**src/design/pvkf_pkg.sv**
```systemverilog
// Package: shared types and constants for the position/velocity tracking filter.
`default_nettype none
package pvkf_pkg;

  localparam int FRAC_BITS = 16;
  localparam int COV_WIDTH = 48;
  localparam int XW = 32;
  localparam int OPW = 64;

  localparam logic signed [OPW-1:0] CMAX = (64'sd1 <<< (COV_WIDTH - 1)) - 64'sd1;
  localparam logic signed [OPW-1:0] CMIN = -CMAX - 64'sd1;
  localparam logic signed [OPW-1:0] XMAX = 64'sd2147483647;
  localparam logic signed [OPW-1:0] XMIN = -64'sd2147483648;
  localparam logic signed [COV_WIDTH-1:0] ONE_C = COV_WIDTH'(1) << FRAC_BITS;

  localparam logic [1:0] KIND_PREDICT = 2'd0;
  localparam logic [1:0] KIND_UPDATE  = 2'd1;
  localparam logic [1:0] KIND_RESTART = 2'd2;

  localparam logic [1:0] ST_OK   = 2'd0;
  localparam logic [1:0] ST_SAT  = 2'd1;
  localparam logic [1:0] ST_SKIP = 2'd2;

  localparam logic [1:0] REG_ACCEL = 2'd0;
  localparam logic [1:0] REG_IPOS  = 2'd1;
  localparam logic [1:0] REG_IVEL  = 2'd2;

  // Operations of the shared arithmetic unit.
  typedef enum logic [1:0] {
    OP_MUL,
    OP_ADD,
    OP_SUB,
    OP_DIV
  } op_t;

  typedef enum logic [1:0] {
    LIM_COV,
    LIM_X
  } lim_t;

  typedef struct packed {
    logic start;
    op_t  op;
    lim_t lim;
    logic half;   // extra shift for dt^2/2
  } alu_cmd_t;

  typedef struct packed {
    logic done;
    logic sat;
  } alu_sts_t;

  typedef enum logic [2:0] {
    S_IDLE,
    S_ISSUE,
    S_WAIT,
    S_CHECK,
    S_OUT
  } state_t;

endpackage
`default_nettype wire

```
**src/design/pvkf_alu.sv**
```systemverilog
// Shared multi-cycle arithmetic unit: rounded multiply, saturating add/sub, divide.
`default_nettype none
module pvkf_alu
  import pvkf_pkg::*;
(
  input  wire logic                  clk,
  input  wire logic                  rst_n,
  input  wire alu_cmd_t              cmd,
  input  wire logic signed [OPW-1:0] a,
  input  wire logic signed [OPW-1:0] b,
  output logic signed [OPW-1:0]      res,
  output alu_sts_t                   sts
);

  // Multiply accumulates four 32x32 partial products in turn; divide is restoring.
  localparam int DIVN = 128;

  typedef enum logic [2:0] {A_IDLE, A_MUL, A_FIN, A_DIV, A_DFIN, A_DONE} ast_t;

  ast_t              st_r, st_nxt;
  logic [63:0]       ma_r, mb_r;
  logic              neg_r;
  logic [127:0]      acc_r;
  logic [1:0]        pp_r;
  logic [6:0]        cnt_r;
  logic [63:0]       rem_r;
  logic [127:0]      num_r;
  logic              half_r;
  lim_t              lim_r;
  logic signed [OPW-1:0] res_r;
  logic              sat_r;

  logic [63:0]  mag_a, mag_b;
  logic [31:0]  pa, pb;
  logic [63:0]  pprod;
  logic [127:0] pshift;
  logic [64:0]  rem_sh;
  logic [127:0] rounded, shifted, quot;
  logic [63:0]  lim_pos, lim_neg;
  logic signed [64:0] sum65;
  logic [63:0]  lo_s, hi_s;

  assign mag_a = a[OPW-1] ? 64'(-a) : 64'(a);
  assign mag_b = b[OPW-1] ? 64'(-b) : 64'(b);

  always_comb begin
    pa = pp_r[0] ? ma_r[63:32] : ma_r[31:0];
    pb = pp_r[1] ? mb_r[63:32] : mb_r[31:0];
    pprod = {32'd0, pa} * {32'd0, pb};
    pshift = {64'd0, pprod} << (7'(pp_r[0]) * 7'd32 + 7'(pp_r[1]) * 7'd32);
    rem_sh = {rem_r, num_r[127]};
  end

  always_comb begin
    lo_s = (lim_r == LIM_X) ? 64'(XMIN) : 64'(CMIN);
    hi_s = (lim_r == LIM_X) ? 64'(XMAX) : 64'(CMAX);
    lim_pos = hi_s;
    lim_neg = 64'(-$signed(lo_s));
    rounded = acc_r + (128'd1 << (half_r ? FRAC_BITS : FRAC_BITS - 1));
    shifted = half_r ? (rounded >> (FRAC_BITS + 1)) : (rounded >> FRAC_BITS);
    // divide rounding: rem >= d - rem
    quot = (rem_r >= (mb_r - rem_r)) ? num_r + 128'd1 : num_r;
    sum65 = (cmd.op == OP_SUB) ? 65'(a) - 65'(b) : 65'(a) + 65'(b);
  end

  always_ff @(posedge clk) begin
    if (!rst_n) begin
      st_r <= A_IDLE;
    end else begin
      st_r <= st_nxt;
    end
  end

  always_comb begin
    st_nxt = st_r;
    unique case (st_r)
      A_IDLE: begin
        if (cmd.start) begin
          unique case (cmd.op)
            OP_MUL:  st_nxt = A_MUL;
            OP_DIV:  st_nxt = A_DIV;
            default: st_nxt = A_DONE;
          endcase
        end
      end
      A_MUL:  if (pp_r == 2'd3) st_nxt = A_FIN;
      A_FIN:  st_nxt = A_DONE;
      A_DIV:  if (cnt_r == 7'(DIVN - 1)) st_nxt = A_DFIN;
      A_DFIN: st_nxt = A_DONE;
      A_DONE: st_nxt = A_IDLE;
      default: st_nxt = A_IDLE;
    endcase
  end

  function automatic logic [64:0] clampm(input logic neg, input logic [127:0] m,
                                         input logic [63:0] lp, input logic [63:0] ln);
    logic [63:0] lim;
    begin
      lim = neg ? ln : lp;
      if (m[127:64] != 64'd0 || m[63:0] > lim) clampm = {1'b1, neg ? 64'(-ln) : lp};
      else clampm = {1'b0, neg ? 64'(-m[63:0]) : m[63:0]};
    end
  endfunction

  // Saturating add/sub is computed and registered in the issue cycle.
  task automatic addsub_sat(input logic signed [64:0] s, input lim_t l);
    logic signed [64:0] lo65, hi65;
    begin
      lo65 = (l == LIM_X) ? 65'(XMIN) : 65'(CMIN);
      hi65 = (l == LIM_X) ? 65'(XMAX) : 65'(CMAX);
      if (s > hi65) begin
        res_r <= 64'(hi65);
        sat_r <= 1'b1;
      end else if (s < lo65) begin
        res_r <= 64'(lo65);
        sat_r <= 1'b1;
      end else begin
        res_r <= 64'(s);
        sat_r <= 1'b0;
      end
    end
  endtask

  logic [64:0] clm, cld;
  assign clm = clampm(neg_r, shifted, lim_pos, lim_neg);
  assign cld = clampm(neg_r, quot, lim_pos, lim_neg);

  always_ff @(posedge clk) begin
    unique case (st_r)
      A_IDLE: begin
        if (cmd.start) begin
          ma_r   <= mag_a;
          mb_r   <= (cmd.op == OP_DIV) ? 64'(b) : mag_b;
          neg_r  <= (cmd.op == OP_DIV) ? a[OPW-1] : (a[OPW-1] ^ b[OPW-1]);
          half_r <= cmd.half;
          lim_r  <= cmd.lim;
          acc_r  <= '0;
          pp_r   <= '0;
          cnt_r  <= '0;
          rem_r  <= '0;
          num_r  <= {64'd0, mag_a} << FRAC_BITS;
          if (cmd.op == OP_ADD || cmd.op == OP_SUB) begin
            addsub_sat(sum65, cmd.lim);
          end else begin
            sat_r <= 1'b0;
          end
        end
      end
      A_MUL: begin
        acc_r <= acc_r + pshift;
        pp_r  <= pp_r + 2'd1;
      end
      A_FIN: begin
        res_r <= clm[63:0];
        sat_r <= clm[64];
      end
      A_DIV: begin
        // num_r shifts out numerator bits and collects quotient bits
        if (rem_sh >= {1'b0, mb_r}) begin
          rem_r <= 64'(rem_sh - {1'b0, mb_r});
          num_r <= {num_r[126:0], 1'b1};
        end else begin
          rem_r <= rem_sh[63:0];
          num_r <= {num_r[126:0], 1'b0};
        end
        cnt_r <= cnt_r + 7'd1;
      end
      A_DFIN: begin
        res_r <= cld[63:0];
        sat_r <= cld[64];
      end
      default: ;
    endcase
  end

  assign res      = res_r;
  assign sts.done = (st_r == A_DONE);
  assign sts.sat  = sat_r;

endmodule
`default_nettype wire

```
**config.mk**
```make
export PLATFORM = sky130hd
export DESIGN_NAME = pvkf_alu
export DESIGN_NICKNAME = d
export VERILOG_FILES = /design/src/design/pvkf_pkg.sv /design/src/design/pvkf_alu.sv
export SDC_FILE = /design/constraint.sdc
export NUM_CORES = 2
export LEC_CHECK = 0
export BUFFER_PORTS_ARGS = -buffer_cell sky130_fd_sc_hd__buf_2
export CAP_MARGIN = 20
export CELL_PAD_IN_SITES_DETAIL_PLACEMENT = 0
export CELL_PAD_IN_SITES_GLOBAL_PLACEMENT = 1
export CORE_MARGIN = 2
export CORE_UTILIZATION = 54
export CTS_CLUSTER_SIZE = 40
export DETAILED_ROUTE_END_ITERATION = 10
export GPL_TIMING_DRIVEN = 1
export PLACE_DENSITY = 0.94
export SYNTH_ARGS = -nofsm -noshare
export SYNTH_HDL_FRONTEND = slang
export SYNTH_SLANG_ARGS = --single-unit
```
**constraint.sdc**
```tcl
create_clock -name clk -period 38 [get_ports clk]
set_clock_uncertainty 0.2 [all_clocks]
set_input_delay 5.7 -clock clk [delete_from_list [all_inputs] [get_ports clk]]
set_output_delay 5.7 -clock clk [all_outputs]
set_load 0.1 [all_outputs]
```
Word level (Yosys, flattened, before mapping)
Cells that the tools add are included.

word-level totals
  flip-flop bits (word level) = 529
  latch bits = 0
  bits in writable memories = 0
  ROM bits = 0
  output and inout port bits = 66
  logic and storage cells = 119
  memories kept = 0

cells by class
  add/sub/neg operators = 16
  $mul = 1
  div/mod/pow operators = 0
  order comparisons = 6
  equal/unequal tests = 16
  shift operators = 2
  muxes and demuxes = 47
  bitwise operators = 1
  reduce and logical (&&, ||, !) cells = 17

operators with widths
  cell                     number
  $mux 64                  13
  $pmux 128 s2             2
  $mux 128                 3
  $neg 64->64              5
  $add 128x128->128        2
  $mux 65                  3
  $pmux 64 s3              1
  $mux 47                  4
  $add 128x1->128 const B  1
  $gt 64x64->1             2
  $pmux 64 s2              1
  $reduce_bool 64->1       2
  $shl 1x5->128 const A    1
  $shl 64x7->128           1
  $sub 64x64->64           2
  $mux 112                 1
  $add 64x64->65           1
  $ge 65x64->1             1
  $gt 65x48->1             1
  $lt 65x48->1             1
  $sub 64x64->65           1
  $ge 64x64->1             1
  $mul 32x32->64           1
  $mux 32                  2
  30 further kinds         53

Depth between registers and ports, before layout
  depth after elaboration = 8
  gate-level depth with buffers = 54
  mapped depth without buffers = 50

Least setup slack after synthesis
OpenSTA, ideal clock, no wires.

  path type = input to register
  start point = input b[14]
  end point = register res_r[32] (netlist: res[32]) (data pin)
  setup time = 272 ps
  arrival time = 13,101 ps
  data required time = 37,528 ps
  slack = 24,427 ps
  stages = 32
  buffers on the path = 1
  path through = or4_1 > or4_4 > nor4_1 > nor2_1 > xnor2_1 > ha_1 > clkbuf_1 > a21oi_1 > o21ai_1 > or2_2 > and3_1 > o31ai_1 > and2_1 > a21oi_1 > a21o_1 > a21oi_1 > xnor2_1 > ha_1 > nor4_1 > nand2_1 > nor2_1 > and4_1 > and4_1 > nand4_1 > or4_1 > o21ai_0 > nand4_1 > or4_1 > o41ai_4 > or2_2 > o21ai_1 > or4_1

between the ends
  cells in the longest elaborated chain, start to end = 8
  elaborated cells between the ends (all ways) = 10

RTL lines
  element                                           line             text
  from (decl)                                       pvkf_alu.sv:10   input wire logic signed [OPW-1:0] b,
  $add 64x64->65 or $sub 64x64->65 (tied branches)  pvkf_alu.sv:63   sum65 = (cmd.op == OP_SUB) ? 65'(a) - 65'(b) : 65'(a) + 65'(b);
  $mux 65 *                                         pvkf_alu.sv:63
  $lt 65x48->1                                      pvkf_alu.sv:114  end else if (s < lo65) begin
  $mux 64                                           pvkf_alu.sv:114
  $mux 64 *                                         pvkf_alu.sv:111  if (s > hi65) begin
  $mux 64 *                                         pvkf_alu.sv:142  if (cmd.op == OP_ADD || cmd.op == OP_SUB) begin
  $mux 64 *                                         pvkf_alu.sv:131  if (cmd.start) begin
  $pmux 64 s3 *                                     pvkf_alu.sv:129  unique case (st_r)
  to (signal assigned)                              pvkf_alu.sv:154  res_r <= clm[63:0];
  to (signal assigned)                              pvkf_alu.sv:169  res_r <= cld[63:0];
  to (decl)                                         pvkf_alu.sv:30   logic signed [OPW-1:0] res_r;

Every way passes the cells marked *; elsewhere a longest branch is shown, timed or not. The select of a mux whose other input is x is not followed.
A chain may end at the register's enable or synchronous reset.

Worst setup path in the final report
  start point = register pp_r[0]
  end point = register acc_r[120] (data pin)

between the ends
  cells in the longest elaborated chain, start to end = 5
  elaborated cells between the ends (all ways) = 6

RTL lines
  element                 line             text
  from (decl)             pvkf_alu.sv:24   logic [1:0] pp_r;
  from (signal assigned)  pvkf_alu.sv:151  pp_r <= pp_r + 2'd1;
  $mux 32                 pvkf_alu.sv:47   pa = pp_r[0] ? ma_r[63:32] : ma_r[31:0];
  $mul 32x32->64          pvkf_alu.sv:49   pprod = {32'd0, pa} * {32'd0, pb};
  $shl 64x7->128 *        pvkf_alu.sv:50   pshift = {64'd0, pprod} << (7'(pp_r[0]) * 7'd32 + 7'(pp_r[1]) * 7'd32);
  $add 128x128->128 *     pvkf_alu.sv:150  acc_r <= acc_r + pshift;
  $pmux 128 s2 *          pvkf_alu.sv:129
  to (signal assigned)    pvkf_alu.sv:150
  to (decl)               pvkf_alu.sv:23   logic [127:0] acc_r;

Every way passes the cells marked *; elsewhere a longest branch is shown, timed or not.

==> qor.tcl <==
set qor(post-cts-setup-buffers) 0
set qor(worstSkewPairLatency_ns) 0.75
set qor(number_of_stages_on_the_worst_hold_path) 1
set qor(slew-limit-headroom_pct) 11.8
set qor(dp_cells) 13300
set qor(wire_per_inst_um) 28.1
set qor(fp.dieH_um) 417
set qor(regToRegStartpoint) {pp_r[0]}
set qor(rsz0062_at_grt) {no}
set qor(yosysWarnings) 0
set qor(wl_met1_mm) 151
set qor(initial_core_util_pct) 54.4
set qor(postSynthRegisterBits) 529
set qor(dr_total_vias) 88000
set qor(post_synth_most_frequent_cells) {sky130_fd_sc_hd__nor2_1 (1,559), sky130_fd_sc_hd__inv_1 (1,270), sky130_fd_sc_hd__nand2_1 (991)}
set qor(worst_ep_required_time_ns) 38.27
set qor(clock_sink_total) 529
set qor(fraction_of_the_core_area_covered_by_cells_at_the_end_of_the_flow_pct) 57.9
set qor(cts_max_path_buffers) 3
set qor(critPathBufInv) 6
set qor(post_synth_inst_count) 11300
set qor(top_layer_used) {met5}
set qor(first_global_vias) 85000
set qor(horiz_die_dim_um) 417
set qor(worst_path_most_repeated_cell) {sky130_fd_sc_hd__fa_1}
set qor(met2_routed_length_mm) 157
set qor(drc_errors) 0
set qor(critical_path.reg2reg.endpoint) {acc_r[120]}
set qor(area_delta_synth_final_pct) 6.39
set qor(setup_total_negative_slack_ns) 0
set qor(placement_rows) 151
set qor(buffer_ports.inserted) 201
set qor(cts-buffers-inserted) 72
set qor(timing.fmax_mhz) 63.5
set qor(hold_path.class) {register to register}
set qor(worstSetupStartpointType) {register}
set qor(final-seq-area_um2) 15900
set qor(reg2regPathDepth) 44
set qor(cell_type_group_with_the_largest_total_delay_on_the_critical_path) {compound AO/OA/AOI/OAI gates}
set qor(num-fill-cells) 15500
set qor(whs_endpoint) {pp_r[0]}
set qor(clk_pin_slew_ns) 0.07
set qor(grt_first_pass_wirelength_mm) 558
set qor(cts_tree) {built}
set qor(distinct_cell_type_count_after_synthesis) 103
set qor(drive_gt1_share_pct) 6.07
set qor(synth-edff-count) 526
set qor(critical_path_peak_fanout) 65
set qor(clock_tree.root_cell) {sky130_fd_sc_hd__clkbuf_16}
set qor(synth.largest_area_cell) {sky130_fd_sc_hd__fa_1}
set qor(multi_input_comb_area_um2) 69900
set qor(antenna_violations_before_repair) 20
set qor(asyncSetResetFlopFracSynth_pct) 0
set qor(nets) 13000
set qor(post_layout_instance_count_excluding_filler_cells) 13500
set qor(top_area_cells_in_the_synthesized_netlist) {sky130_fd_sc_hd__fa_1 (20%), sky130_fd_sc_hd__edfxtp_1 (17%), sky130_fd_sc_hd__ha_1 (11%)}
set qor(grt_max_degree) 187
set qor(syn_area_um2) 92300
set qor(hpwl_mm) 302
set qor(detailroute.wirelength.met3_mm) 43.7
set qor(dr.pass1.iters) 9
set qor(final_period_minus_worst_setup_slack_ns) 15.76
set qor(clock_tree.htree_level_count) 3
set qor(critPathKind) {register to register}
set qor(core-area_um2) 170000
set qor(worst_path_largest_cell_delay_ns) 0.92
set qor(synth_top_area_share_pct) 19.5
set qor(cts-resized-gates) 0
set qor(critPathSlowestCell) {sky130_fd_sc_hd__mux2_2}
set qor(grt_util_all_layers_pct) 42.8
set qor(routabilityCongestion) 1.05
set qor(timing_max_transition_violations_final) 0
set qor(avgSynthCellArea_um2) 8.20
set qor(sequential_share_of_the_synthesized_area_pct) 17.2
set qor(synthMostInstantiatedCell) {sky130_fd_sc_hd__nor2_1}
set qor(drt-vias-per-instance) 6.54
set qor(ff2ff_setup_slack_ns) 22.24
set qor(detail_route.wirelength_mm) 378
set qor(crit_arrival_ns) 16.03
set qor(max_cap_violations) 0
set qor(cts-hold-fix-buffers) 0
set qor(finalHoldViolations) 0
set qor(drt_iter0_markers) 10800
set qor(synth_flop_cell) {sky130_fd_sc_hd__edfxtp_1}
set qor(number_of_primary_i_o_pins) 202
set qor(critPathCaptureType) {register}
set qor(status) {finished, final reports clean}
set qor(grt_overflow) 0
set qor(design.die.area_um2) 174000
set qor(syn_nets) 13100
set qor(hp-start) {pp_r[0]}
set qor(setup_violations) 0
set qor(timing.final.crit_share_pct) 41.5
set qor(max_slew.worst_pin.slew_ns) 1.32
set qor(drtAntennaViolNets) 0
## through the flow
step / setup slack (ns) / instance area, µm² / hold WS [ns]
3_5_place_dp: 22.36 / 95600 / 0.363
2_1_floorplan: 24.43 / 92300 / 0.356
3_3_place_gp: 22.39 / 95500 / 0.344
6_report: 22.24 / 98200 / 0.373
5_1_grt: 21.62 / 98200 / 0.380
4_1_cts: 22.71 / 98100 / 0.372
## cell families (layout without fill, tap and decap cells)
family	count (synthesis)	after routing	share of synthesized area [%]
compound gates	2327	2327	16.3
mux	157	157	1.78
flops	529	529	17.2
fa+ha+maj	1687	1687	30.2
buf+inv	1797	1770	7.36
simple gates	4041	4041	20.4
xor+xnor	718	718	6.81
other cells	0	12	0
## metal layers
| metal | global-route usage, % | vias to the layer above |
|---|---|---|
| met2 | 61.6 | 5217 |
| met3 | 11.8 | 1028 |
| met5 | 0 | - |
| met1 | 57.7 | 43200 |
| li1 | - | 38500 |
| met4 | 24.6 | 10 |
## how the worst max path moves through the flow
stage / start / cells after the start / end / slack, ns
2_1_floorplan: b[14] / 32 / res[32] / 24.43
3_3_place_gp: b[14] / 30 / res[29] / 22.39
3_5_place_dp: b[0] / 34 / res[40] / 22.36
4_1_cts: pp_r[0] / 44 / acc_r[120] / 22.71
5_1_grt: pp_r[1] / 43 / acc_r[120] / 21.62
6_report: pp_r[0] / 44 / acc_r[120] / 22.24
## registers in the layout (all words and copies together), names as in the netlist
name    count
pp_r        2
cnt_r       7
ma_r       64
lim_r       2
rem_r      64
neg_r       1
sat_r       1
num_r     128
res        64
mb_r       64
acc_r     128
half_r      1
st_r        3
## area by class of cell
class                           count  share of cell area [%]
Multi-Input combinational cell   8930                    71.2
Sequential cell                   529                    16.1
Inverter                         1272                    4.87
Tap cell                         2218                    2.83
Timing Repair Buffer              367                    2.37
Clock buffer                       79                    1.86
Clock inverter                     52                   0.674
Antenna cell                       12                  0.0306
## placed cells by master (no fill, tap or decap), types with 28 or more instances in the layout
cell,n
sky130_fd_sc_hd__nor2_1,1556
sky130_fd_sc_hd__inv_1,1268
sky130_fd_sc_hd__nand2_1,988
sky130_fd_sc_hd__fa_1,901
sky130_fd_sc_hd__ha_1,784
sky130_fd_sc_hd__a21oi_1,709
sky130_fd_sc_hd__edfxtp_1,526
sky130_fd_sc_hd__xnor2_1,448
sky130_fd_sc_hd__o21ai_0,374
sky130_fd_sc_hd__a21o_1,303
sky130_fd_sc_hd__xor2_1,270
sky130_fd_sc_hd__nand3_1,260
sky130_fd_sc_hd__nand4_1,217
sky130_fd_sc_hd__buf_2,204
sky130_fd_sc_hd__nor3_1,183
sky130_fd_sc_hd__buf_4,153
sky130_fd_sc_hd__and2_1,135
sky130_fd_sc_hd__and3_1,118
sky130_fd_sc_hd__a211oi_1,115
sky130_fd_sc_hd__nor2b_1,101
sky130_fd_sc_hd__o21a_1,98
sky130_fd_sc_hd__nor4_1,95
sky130_fd_sc_hd__nand2b_1,91
sky130_fd_sc_hd__a31oi_1,85
sky130_fd_sc_hd__o21bai_1,78
sky130_fd_sc_hd__o31ai_1,74
sky130_fd_sc_hd__clkbuf_16,72
sky130_fd_sc_hd__mux2i_1,71
sky130_fd_sc_hd__or3_1,67
sky130_fd_sc_hd__mux2_2,59
sky130_fd_sc_hd__o22ai_1,50
sky130_fd_sc_hd__and4_1,48
sky130_fd_sc_hd__o211ai_1,44
sky130_fd_sc_hd__or4_1,41
sky130_fd_sc_hd__or2_2,39
sky130_fd_sc_hd__o21ai_1,28
Power is left out: the tool's default activity adds up to more than one toggle a clock period on the data nets, which glitch-free logic cannot reach.
